[src/rtl/bfsa_pkg.sv]
// shared types, codes and defaults for the best-fit segment allocator
package bfsa_pkg;

   localparam int HEAP_BYTES_DEF   = 4096;
   localparam int MAX_SEGMENTS_DEF = 64;

   localparam logic CMD_ALLOC = 1'b0;
   localparam logic CMD_FREE  = 1'b1;

   localparam logic [1:0] STATUS_OK      = 2'd0;
   localparam logic [1:0] STATUS_NOFIT   = 2'd1;
   localparam logic [1:0] STATUS_FULL    = 2'd2;
   localparam logic [1:0] STATUS_BADADDR = 2'd3;

   typedef enum logic [2:0] {
      ST_INIT,
      ST_IDLE,
      ST_SCAN,
      ST_DECIDE,
      ST_MOVE,
      ST_WR_HI,
      ST_WR_LO,
      ST_DONE
   } state_type;

   typedef struct packed {
      logic fit_found;
      logic pos_found;
      logic prev_free;
      logic next_free;
   } scan_flags_type;

endpackage

[src/rtl/bfsa_seg_mem.sv]
// segment table memory, one write and one registered read per cycle
module bfsa_seg_mem import bfsa_pkg::*; #(
   parameter int DATA_W = 26,
   parameter int DEPTH  = MAX_SEGMENTS_DEF,
   parameter int ADDR_W = $clog2(MAX_SEGMENTS_DEF)
) (
   input  logic              clock,
   input  logic              wr_en,
   input  logic [ADDR_W-1:0] wr_addr,
   input  logic [DATA_W-1:0] wr_data,
   input  logic [ADDR_W-1:0] rd_addr,
   output logic [DATA_W-1:0] rd_data
);

   logic [DATA_W-1:0] mem_ff [DEPTH];
   logic [DATA_W-1:0] rd_data_ff;

   always_ff @(posedge clock) begin
      if (wr_en) begin
         mem_ff[wr_addr] <= wr_data;
      end
      rd_data_ff <= mem_ff[rd_addr];
   end

   assign rd_data = rd_data_ff;

endmodule

[src/rtl/bfsa_scan.sv]
// table scan: best-fit search for allocate, owner and neighbors for free
module bfsa_scan import bfsa_pkg::*; #(
   parameter int AW = 12,
   parameter int LW = 13,
   parameter int IW = 6
) (
   input  logic           clock,
   input  logic           clear,
   input  logic           dvalid,
   input  logic [IW-1:0]  didx,
   input  logic [AW-1:0]  dstart,
   input  logic [LW-1:0]  dlen,
   input  logic           dused,
   input  logic [LW-1:0]  size,
   input  logic [AW-1:0]  addr,
   output scan_flags_type flags,
   output logic [IW-1:0]  best_idx,
   output logic [LW-1:0]  best_left,
   output logic [AW-1:0]  best_start,
   output logic [IW-1:0]  pos_idx,
   output logic [LW-1:0]  pos_len,
   output logic [AW-1:0]  prev_start,
   output logic [LW-1:0]  prev_len,
   output logic [LW-1:0]  next_len
);

   logic          fit_found_ff, pos_found_ff, next_seen_ff;
   logic [IW-1:0] best_idx_ff, pos_idx_ff;
   logic [LW-1:0] best_left_ff, pos_len_ff, prev_len_ff, next_len_ff, last_len_ff;
   logic [AW-1:0] best_start_ff, prev_start_ff, last_start_ff;
   logic          prev_used_ff, next_used_ff, last_used_ff;
   logic [LW-1:0] left;
   logic          fits;

   assign fits = !dused && (dlen >= size);
   assign left = dlen - size;

   always_ff @(posedge clock) begin
      if (clear) begin
         fit_found_ff <= 1'b0;
         pos_found_ff <= 1'b0;
         next_seen_ff <= 1'b0;
      end else if (dvalid) begin
         if (fits && (!fit_found_ff || left < best_left_ff)) begin
            fit_found_ff  <= 1'b1;
            best_idx_ff   <= didx;
            best_left_ff  <= left;
            best_start_ff <= dstart;
         end
         if (!pos_found_ff && dused && dstart == addr) begin
            pos_found_ff  <= 1'b1;
            pos_idx_ff    <= didx;
            pos_len_ff    <= dlen;
            prev_used_ff  <= last_used_ff;
            prev_len_ff   <= last_len_ff;
            prev_start_ff <= last_start_ff;
         end else if (pos_found_ff && !next_seen_ff) begin
            next_seen_ff <= 1'b1;
            next_used_ff <= dused;
            next_len_ff  <= dlen;
         end
         last_used_ff  <= dused;
         last_len_ff   <= dlen;
         last_start_ff <= dstart;
      end
   end

   assign flags.fit_found = fit_found_ff;
   assign flags.pos_found = pos_found_ff;
   assign flags.prev_free = (pos_idx_ff != '0) && !prev_used_ff;
   assign flags.next_free = next_seen_ff && !next_used_ff;
   assign best_idx   = best_idx_ff;
   assign best_left  = best_left_ff;
   assign best_start = best_start_ff;
   assign pos_idx    = pos_idx_ff;
   assign pos_len    = pos_len_ff;
   assign prev_start = prev_start_ff;
   assign prev_len   = prev_len_ff;
   assign next_len   = next_len_ff;

endmodule

[src/rtl/best_fit_segment_allocator_top.sv]
// best-fit segment allocator top level: sequencer, move unit and response register
//
//  channel  | handshake            | payload
//  req      | req_valid/req_ready  | req_command, req_request_size, req_free_address
//  rsp      | rsp_valid/rsp_ready  | rsp_block_address, rsp_status
//
// a request with N live segments passes through idle, which takes it, a scan
// of the table through the registered memory read, decide, an optional shift
// of entries for a split or a merge, then up to two entry writes and the
// response load
// after reset the init state writes the initial whole-heap segment before req_ready
// a new request is taken while an earlier response still waits on rsp_ready

module best_fit_segment_allocator_top import bfsa_pkg::*; #(
   parameter int HEAP_BYTES   = HEAP_BYTES_DEF,
   parameter int MAX_SEGMENTS = MAX_SEGMENTS_DEF,
   localparam int AW = $clog2(HEAP_BYTES),
   localparam int LW = AW + 1
) (
   input  logic          clock,
   input  logic          reset,
   input  logic          req_valid,
   output logic          req_ready,
   input  logic          req_command,
   input  logic [LW-1:0] req_request_size,
   input  logic [AW-1:0] req_free_address,
   output logic          rsp_valid,
   input  logic          rsp_ready,
   output logic [AW-1:0] rsp_block_address,
   output logic [1:0]    rsp_status
);

   localparam int IW = (MAX_SEGMENTS > 1) ? $clog2(MAX_SEGMENTS) : 1;
   localparam int CW = $clog2(MAX_SEGMENTS + 1);
   localparam int DW = 1 + LW + AW;

   // table entry word is {used, length, start}
   localparam logic [DW-1:0] INIT_WORD = {1'b0, LW'(HEAP_BYTES), {AW{1'b0}}};

   state_type state_ff, state_in;

   logic [CW-1:0] count_ff, count_in;
   logic          cmd_ff;
   logic [LW-1:0] size_ff;
   logic [AW-1:0] addr_ff;

   // scan read pipeline
   logic [CW-1:0] scan_cnt_ff, scan_cnt_in;
   logic          dvalid_ff, dvalid_in;
   logic [IW-1:0] didx_ff, didx_in;

   // move unit
   logic [IW-1:0] rd_ptr_ff, rd_ptr_in;
   logic [CW-1:0] moves_ff, moves_in;
   logic          up_ff, up_in;
   logic [1:0]    gap_ff, gap_in;
   logic          wb_pend_ff, wb_pend_in;
   logic [IW-1:0] wb_addr_ff, wb_addr_in;

   // deferred entry writes
   logic          hi_en_ff, hi_en_in, lo_en_ff, lo_en_in;
   logic [IW-1:0] hi_idx_ff, hi_idx_in, lo_idx_ff, lo_idx_in;
   logic [DW-1:0] hi_word_ff, hi_word_in, lo_word_ff, lo_word_in;

   // result
   logic [AW-1:0] res_addr_ff, res_addr_in;
   logic [1:0]    res_status_ff, res_status_in;
   logic          rsp_valid_ff, rsp_valid_in;
   logic [AW-1:0] rsp_addr_ff, rsp_addr_in;
   logic [1:0]    rsp_status_ff, rsp_status_in;

   // memory port
   logic          mem_we;
   logic [IW-1:0] mem_waddr, mem_raddr;
   logic [DW-1:0] mem_wdata, mem_rdata;

   // scan results
   scan_flags_type flags;
   logic [IW-1:0]  best_idx, pos_idx;
   logic [LW-1:0]  best_left, pos_len, prev_len, next_len;
   logic [AW-1:0]  best_start, prev_start;
   logic [LW-1:0]  merged_len;
   logic [CW-1:0]  first_rm, rm_cnt;
   logic           scan_done;

   bfsa_seg_mem #(
      .DATA_W (DW),
      .DEPTH  (MAX_SEGMENTS),
      .ADDR_W (IW)
   ) u_mem (
      .clock   (clock),
      .wr_en   (mem_we),
      .wr_addr (mem_waddr),
      .wr_data (mem_wdata),
      .rd_addr (mem_raddr),
      .rd_data (mem_rdata)
   );

   bfsa_scan #(
      .AW (AW),
      .LW (LW),
      .IW (IW)
   ) u_scan (
      .clock      (clock),
      .clear      (state_ff == ST_IDLE),
      .dvalid     (dvalid_ff),
      .didx       (didx_ff),
      .dstart     (mem_rdata[AW-1:0]),
      .dlen       (mem_rdata[AW+LW-1:AW]),
      .dused      (mem_rdata[DW-1]),
      .size       (size_ff),
      .addr       (addr_ff),
      .flags      (flags),
      .best_idx   (best_idx),
      .best_left  (best_left),
      .best_start (best_start),
      .pos_idx    (pos_idx),
      .pos_len    (pos_len),
      .prev_start (prev_start),
      .prev_len   (prev_len),
      .next_len   (next_len)
   );

   assign req_ready = (state_ff == ST_IDLE);
   assign scan_done = (scan_cnt_ff == count_ff) && !dvalid_ff;

   // free: size of the merged segment and what leaves the table
   assign merged_len = flags.prev_free
                       ? prev_len + pos_len + (flags.next_free ? next_len : '0)
                       : pos_len + (flags.next_free ? next_len : '0);
   assign first_rm   = flags.prev_free ? CW'(pos_idx) : CW'(pos_idx) + CW'(1);
   assign rm_cnt     = CW'(flags.prev_free) + CW'(flags.next_free);

   // next state
   always_comb begin
      state_in = state_ff;
      case (state_ff)
         ST_INIT: state_in = ST_IDLE;
         ST_IDLE: begin
            if (req_valid) state_in = ST_SCAN;
         end
         ST_SCAN: begin
            if (scan_done) state_in = ST_DECIDE;
         end
         ST_DECIDE: begin
            if (moves_in != '0)     state_in = ST_MOVE;
            else if (hi_en_in)      state_in = ST_WR_HI;
            else if (lo_en_in)      state_in = ST_WR_LO;
            else                    state_in = ST_DONE;
         end
         ST_MOVE: begin
            if (moves_ff == '0 && !wb_pend_ff) begin
               if (hi_en_ff)      state_in = ST_WR_HI;
               else if (lo_en_ff) state_in = ST_WR_LO;
               else               state_in = ST_DONE;
            end
         end
         ST_WR_HI: state_in = lo_en_ff ? ST_WR_LO : ST_DONE;
         ST_WR_LO: state_in = ST_DONE;
         ST_DONE: begin
            if (!rsp_valid_ff || rsp_ready) state_in = ST_IDLE;
         end
         default: state_in = ST_IDLE;
      endcase
   end

   // datapath and memory port
   always_comb begin
      count_in      = count_ff;
      scan_cnt_in   = scan_cnt_ff;
      dvalid_in     = 1'b0;
      didx_in       = didx_ff;
      rd_ptr_in     = rd_ptr_ff;
      moves_in      = moves_ff;
      up_in         = up_ff;
      gap_in        = gap_ff;
      wb_pend_in    = 1'b0;
      wb_addr_in    = wb_addr_ff;
      hi_en_in      = hi_en_ff;
      hi_idx_in     = hi_idx_ff;
      hi_word_in    = hi_word_ff;
      lo_en_in      = lo_en_ff;
      lo_idx_in     = lo_idx_ff;
      lo_word_in    = lo_word_ff;
      res_addr_in   = res_addr_ff;
      res_status_in = res_status_ff;
      rsp_valid_in  = rsp_valid_ff && !rsp_ready;
      rsp_addr_in   = rsp_addr_ff;
      rsp_status_in = rsp_status_ff;
      mem_we        = 1'b0;
      mem_waddr     = '0;
      mem_wdata     = lo_word_ff;
      mem_raddr     = '0;

      case (state_ff)
         ST_INIT: begin
            mem_we    = 1'b1;
            mem_wdata = INIT_WORD;
         end
         ST_IDLE: begin
            scan_cnt_in = '0;
         end
         ST_SCAN: begin
            mem_raddr = scan_cnt_ff[IW-1:0];
            if (scan_cnt_ff != count_ff) begin
               dvalid_in   = 1'b1;
               didx_in     = scan_cnt_ff[IW-1:0];
               scan_cnt_in = scan_cnt_ff + CW'(1);
            end
         end
         ST_DECIDE: begin
            moves_in      = '0;
            hi_en_in      = 1'b0;
            lo_en_in      = 1'b0;
            res_addr_in   = '0;
            res_status_in = STATUS_OK;
            if (cmd_ff == CMD_ALLOC) begin
               if (size_ff == '0 || !flags.fit_found) begin
                  res_status_in = STATUS_NOFIT;
               end else if (best_left == '0) begin
                  // exact fit, only mark used
                  lo_en_in    = 1'b1;
                  lo_idx_in   = best_idx;
                  lo_word_in  = {1'b1, size_ff, best_start};
                  res_addr_in = best_start;
               end else if (count_ff == CW'(MAX_SEGMENTS)) begin
                  res_status_in = STATUS_FULL;
               end else begin
                  // split: open a slot above best, then write both halves
                  moves_in    = count_ff - CW'(best_idx);
                  up_in       = 1'b1;
                  gap_in      = 2'd1;
                  rd_ptr_in   = IW'(count_ff - CW'(1));
                  hi_en_in    = 1'b1;
                  hi_idx_in   = IW'(CW'(best_idx) + CW'(1));
                  hi_word_in  = {1'b0, best_left, best_start + AW'(size_ff)};
                  lo_en_in    = 1'b1;
                  lo_idx_in   = best_idx;
                  lo_word_in  = {1'b1, size_ff, best_start};
                  count_in    = count_ff + CW'(1);
                  res_addr_in = best_start;
               end
            end else begin
               if (!flags.pos_found) begin
                  res_status_in = STATUS_BADADDR;
               end else begin
                  lo_en_in = 1'b1;
                  if (flags.prev_free) begin
                     lo_idx_in  = IW'(CW'(pos_idx) - CW'(1));
                     lo_word_in = {1'b0, merged_len, prev_start};
                  end else begin
                     lo_idx_in  = pos_idx;
                     lo_word_in = {1'b0, merged_len, addr_ff};
                  end
                  // close the gap left by merged neighbors
                  if (rm_cnt != '0) begin
                     moves_in = count_ff - first_rm - rm_cnt;
                  end
                  up_in     = 1'b0;
                  gap_in    = 2'(rm_cnt);
                  rd_ptr_in = IW'(first_rm + rm_cnt);
                  count_in  = count_ff - rm_cnt;
               end
            end
         end
         ST_MOVE: begin
            mem_raddr = rd_ptr_ff;
            if (wb_pend_ff) begin
               mem_we    = 1'b1;
               mem_waddr = wb_addr_ff;
               mem_wdata = mem_rdata;
            end
            if (moves_ff != '0) begin
               wb_pend_in = 1'b1;
               moves_in   = moves_ff - CW'(1);
               if (up_ff) begin
                  wb_addr_in = IW'({1'b0, rd_ptr_ff} + (IW+1)'(1));
                  rd_ptr_in  = rd_ptr_ff - IW'(1);
               end else begin
                  wb_addr_in = IW'({1'b0, rd_ptr_ff} - (IW+1)'(gap_ff));
                  rd_ptr_in  = rd_ptr_ff + IW'(1);
               end
            end
         end
         ST_WR_HI: begin
            mem_we    = 1'b1;
            mem_waddr = hi_idx_ff;
            mem_wdata = hi_word_ff;
         end
         ST_WR_LO: begin
            mem_we    = 1'b1;
            mem_waddr = lo_idx_ff;
            mem_wdata = lo_word_ff;
         end
         ST_DONE: begin
            if (!rsp_valid_ff || rsp_ready) begin
               rsp_valid_in  = 1'b1;
               rsp_addr_in   = res_addr_ff;
               rsp_status_in = res_status_ff;
            end
         end
         default: ;
      endcase
   end

   // control registers
   always_ff @(posedge clock) begin
      if (reset) begin
         state_ff     <= ST_INIT;
         count_ff     <= CW'(1);
         dvalid_ff    <= 1'b0;
         wb_pend_ff   <= 1'b0;
         rsp_valid_ff <= 1'b0;
      end else begin
         state_ff     <= state_in;
         count_ff     <= count_in;
         dvalid_ff    <= dvalid_in;
         wb_pend_ff   <= wb_pend_in;
         rsp_valid_ff <= rsp_valid_in;
      end
   end

   // payload registers
   always_ff @(posedge clock) begin
      if (req_valid && req_ready) begin
         cmd_ff  <= req_command;
         size_ff <= req_request_size;
         addr_ff <= req_free_address;
      end
      scan_cnt_ff   <= scan_cnt_in;
      didx_ff       <= didx_in;
      rd_ptr_ff     <= rd_ptr_in;
      moves_ff      <= moves_in;
      up_ff         <= up_in;
      gap_ff        <= gap_in;
      wb_addr_ff    <= wb_addr_in;
      hi_en_ff      <= hi_en_in;
      hi_idx_ff     <= hi_idx_in;
      hi_word_ff    <= hi_word_in;
      lo_en_ff      <= lo_en_in;
      lo_idx_ff     <= lo_idx_in;
      lo_word_ff    <= lo_word_in;
      res_addr_ff   <= res_addr_in;
      res_status_ff <= res_status_in;
      rsp_addr_ff   <= rsp_addr_in;
      rsp_status_ff <= rsp_status_in;
   end

   assign rsp_valid         = rsp_valid_ff;
   assign rsp_block_address = rsp_addr_ff;
   assign rsp_status        = rsp_status_ff;

endmodule

[config.mk]
export PLATFORM = sky130hd
export DESIGN_NAME = best_fit_segment_allocator_top
export DESIGN_NICKNAME = d
export VERILOG_FILES = /design/src/rtl/bfsa_pkg.sv /design/src/rtl/bfsa_seg_mem.sv /design/src/rtl/bfsa_scan.sv /design/src/rtl/best_fit_segment_allocator_top.sv
export SDC_FILE = /design/constraint.sdc
export NUM_CORES = 2
export LEC_CHECK = 0
export BUFFER_PORTS_ARGS = -buffer_cell sky130_fd_sc_hd__buf_2
export CAP_MARGIN = 30
export CELL_PAD_IN_SITES_DETAIL_PLACEMENT = 1
export CELL_PAD_IN_SITES_GLOBAL_PLACEMENT = 2
export CORE_AREA = 3 3 365 439
export CTS_CLUSTER_DIAMETER = 50
export DETAILED_ROUTE_END_ITERATION = 8
export DIE_AREA = 0 0 368 442
export HOLD_SLACK_MARGIN = 0.15
export PLACE_DENSITY_LB_ADDON = 0.3
export SKIP_CTS_REPAIR_TIMING = 1
export SLEW_MARGIN = 40
export SYNTH_ARGS = -nofsm -noshare
export SYNTH_HDL_FRONTEND = slang
export SYNTH_SLANG_ARGS = --single-unit
[constraint.sdc]
create_clock -name clock -period 13.1 [get_ports clock]
set_input_delay 2.62 -clock clock [delete_from_list [all_inputs] [get_ports clock]]
set_output_delay 2.62 -clock clock [all_outputs]
set_load 0.02 [all_outputs]
==> flow_summary.ini <==
[run_status]
outcome = completed

[placed_design]
dpl_cell_area_um2 = 83100
place.gp.congestion = 0.813
hpwlAfterDp_um = 130000
placedCellCount = 6548
port_buffers = 45
preCtsSetupSlack_ns = 7.69

[synthesis]
avgSynthCellArea_um2 = 17.7
synth-xor-area-share = 0.0113
synth_compound_area_frac = 0.0522
async_flop_share = 0
synthDistinctLibCells = 90
yosys_warnings = 0
yosys.area.top_type_share = 0.728
ys_seq_elements = 1976
synth_fa_ha_area_frac = 0.0207
yosysSeqAreaShare = 0.741
synthFlopType = edfxtp_1
synthMuxAreaShare = 0.0992
synth_top_area_cell = edfxtp_1
synth_edf_count = 1925
syn_area_um2 = 79400
synth_fp_nets = 4646
yosys.area_share.simple = 0.0575
synth_top_family_by_area = multiplexers
synth_area_leaders = edfxtp_1 (73%), mux4_2 (8.8%), nand2_1 (2.3%)
netlist_instances = 4497

[pwr]
internal-power_mw = 13.2
powerDensity_nw_per_um2 = 221
p_leak_nw = 30.4
total_power_mw = 19.8
p_sw_frac = 0.335
clockPowerShare = 0.287
power_frac_comb = 0.291
seq_power_share = 0.422
vdd_drop_max_v = 0.000205
switchingPower_mw = 6.63

[sta]
rsz0062_at_grt = false
tns_ns = 0
fin_crit_sh = 0.420
slew_headroom = 0.366
final.min_clock_period_ns = 5.51
holdWs_ns = 0.412
setup_slack_ns = 7.59
clock_skew_ns = 0.0368
finalHoldViolations = 0
tightest_slew_ns = 0.951
setup_viol = 0
fmax_mhz = 182
slew_violations = 0

[worst_setup_path]
crit_path_start_kind = flip-flop
arrival_ns = 6.23
path_max_fanout = 44
cpMostUsedCell = buf_4
critPathBufInv = 3
crit_cells = 10
critical_path_class = flip-flop to flip-flop
reg2reg_slack_ns = 7.59
required_ns = 13.82
critPathTopFamily = buffers and inverters
path_cells = nand3b_1 > a21oi_4 > buf_4 > buf_4 > buf_4 > mux4_2 > a22o_1 > a221oi_1 > o22ai_1 > a221o_1
r2r_end = u_mem.rd_data[7]
rr_worst_depth = 10
end_kind = flip-flop
cpPeakStageDelay_ns = 0.76
crit_end = u_mem.rd_data[7]
critPathLaunch = state_ff[2]
slowest_stage = dfxtp_1
worstReg2RegStart = state_ff[2]

[clock_tree]
insertion_delay_ns = 0.85
cts.clk_slew.worst_paths_ns = 0.06
cts_buffer_depth = 3
clock-sinks = 1976
cts-buffers-inserted = 195
cts_tree = yes
cts_max_level = 4
root_buffer = clkbuf_16

[global_route]
grt_pass1_vias = 46200
grt_max_degree = 109
grtUsageTotal = 0.277
grt_pass1_wl_um = 326000
antenna_found_initial = 6
grt_overflow_total = 0

[hold_path]
hp-class = flip-flop to flip-flop

[layout]
num-nets-final = 4806
fin_area_um2 = 89700
post-route-util = 0.574
layout_commonest_cell = edfxtp_1
instances_no_fill = 6919
drive_gt1_frac = 0.195
layout_common_cells = edfxtp_1 (1925), nand2_1 (487), mux4_2 (312)
syn_to_final_growth_pct = 13.0

[die]
die_x_um = 368
rows = 159
ios = 46
initial_core_util = 0.508
dieArea_um2 = 163000
die_y_um = 442
core_um2 = 156000

[detailed_routing]
antenna_left = 0
firstDrtPassIters = 6
wl_per_cell_um = 32.4
via_per_inst = 6.36
wl_um = 225000
vias = 44000
remaining_drc_errors = 0
drt-initial-drc-count = 5068

[run]
drv_cap = 0
[cells by family (layout without fill, tap and decap cells)]
group                      Yosys count  after routing
buffers and inverters              349            673
other                                0              5
xor gates and xnor gates           102            102
adders and majority gates          119            119
and+or+nand+nor                   1013           1013
AOI/OAI and AO/OA                  541            541
muxes                              397            397
DFF                               1976           1976
[flip-flops by register name (all words and copies together), names as in the netlist, 13 cells and up]
signal              flops
u_scan.best_left       13
u_scan.next_len        13
hi_word_ff             25
u_scan.prev_len        13
lo_word_ff             26
u_mem.mem_ff         1664
u_scan.pos_len         13
size_ff                13
u_scan.last_len_ff     13
u_mem.rd_data          26
[how the worst min path moves through the flow]
stage	start	to	slack (ns)	depth (start not counted)
final	res_status_ff[1]	rsp_status[1]	0.41	0
after global placement	u_scan.last_len_ff[4]	u_scan.prev_len[4]	0.40	0
after global routing	u_scan.last_start_ff[2]	u_scan.prev_start[2]	0.42	0
after floorplan	res_addr_ff[0]	rsp_block_address[0]	0.40	0
after CTS	res_status_ff[1]	rsp_status[1]	0.42	0
after detailed placement	u_scan.last_len_ff[4]	u_scan.prev_len[4]	0.41	0
[area by class of cell]
cell class,count,area [µm²]
fillers,13900,66700
flip-flops and latches,1976,58800
multi-input cells,2172,19600
clock buffers,240,5190
well taps,2093,2620
repair buffers,193,1640
clock inverters,121,1310
inverters,119,479
diodes,5,12.5
[cell usage after synthesis (12+ instances only)]
library cell / n
xor2_1: 30
o21ai_0: 48
o22ai_1: 29
mux2i_1: 84
a22oi_1: 57
a221o_1: 29
xnor2_1: 72
nor2b_1: 19
o221ai_1: 28
a22o_1: 56
a32oi_1: 28
a31oi_1: 24
clkbuf_1: 149
ha_1: 98
a211oi_1: 12
edfxtp_1: 1925
a21oi_1: 62
nand3_1: 180
a222oi_1: 29
inv_1: 113
buf_2: 61
a221oi_1: 54
and2_1: 34
fa_1: 21
nor4_1: 12
nand2_1: 491
mux4_2: 312
nor2_1: 168
nand2b_1: 14
nor3_1: 24
a21o_1: 16
dfxtp_1: 51
[power groups by stage]
stage | Combinational [mW] | Sequential, mW | Clock [mW]
5_1_grt | 6.11 | 8.37 | 6.04
3_3_place_gp | 5.49 | 8.47 | 0
6_report | 5.76 | 8.35 | 5.68
4_1_cts | 5.75 | 8.35 | 5.77
2_1_floorplan | 3.38 | 8.32 | 0
3_5_place_dp | 5.72 | 8.48 | 0
[layer usage]
layer	GRT usage	vias to the layer above	share of wire
li1	-	18300	-
met1	0.360	23300	0.38
met2	0.468	1993	0.51
met3	0.0450	429	0.074
met4	0.113	2	0.043
met5	0	-	0.00013
Note: power is estimated with default switching activity, not from simulation.
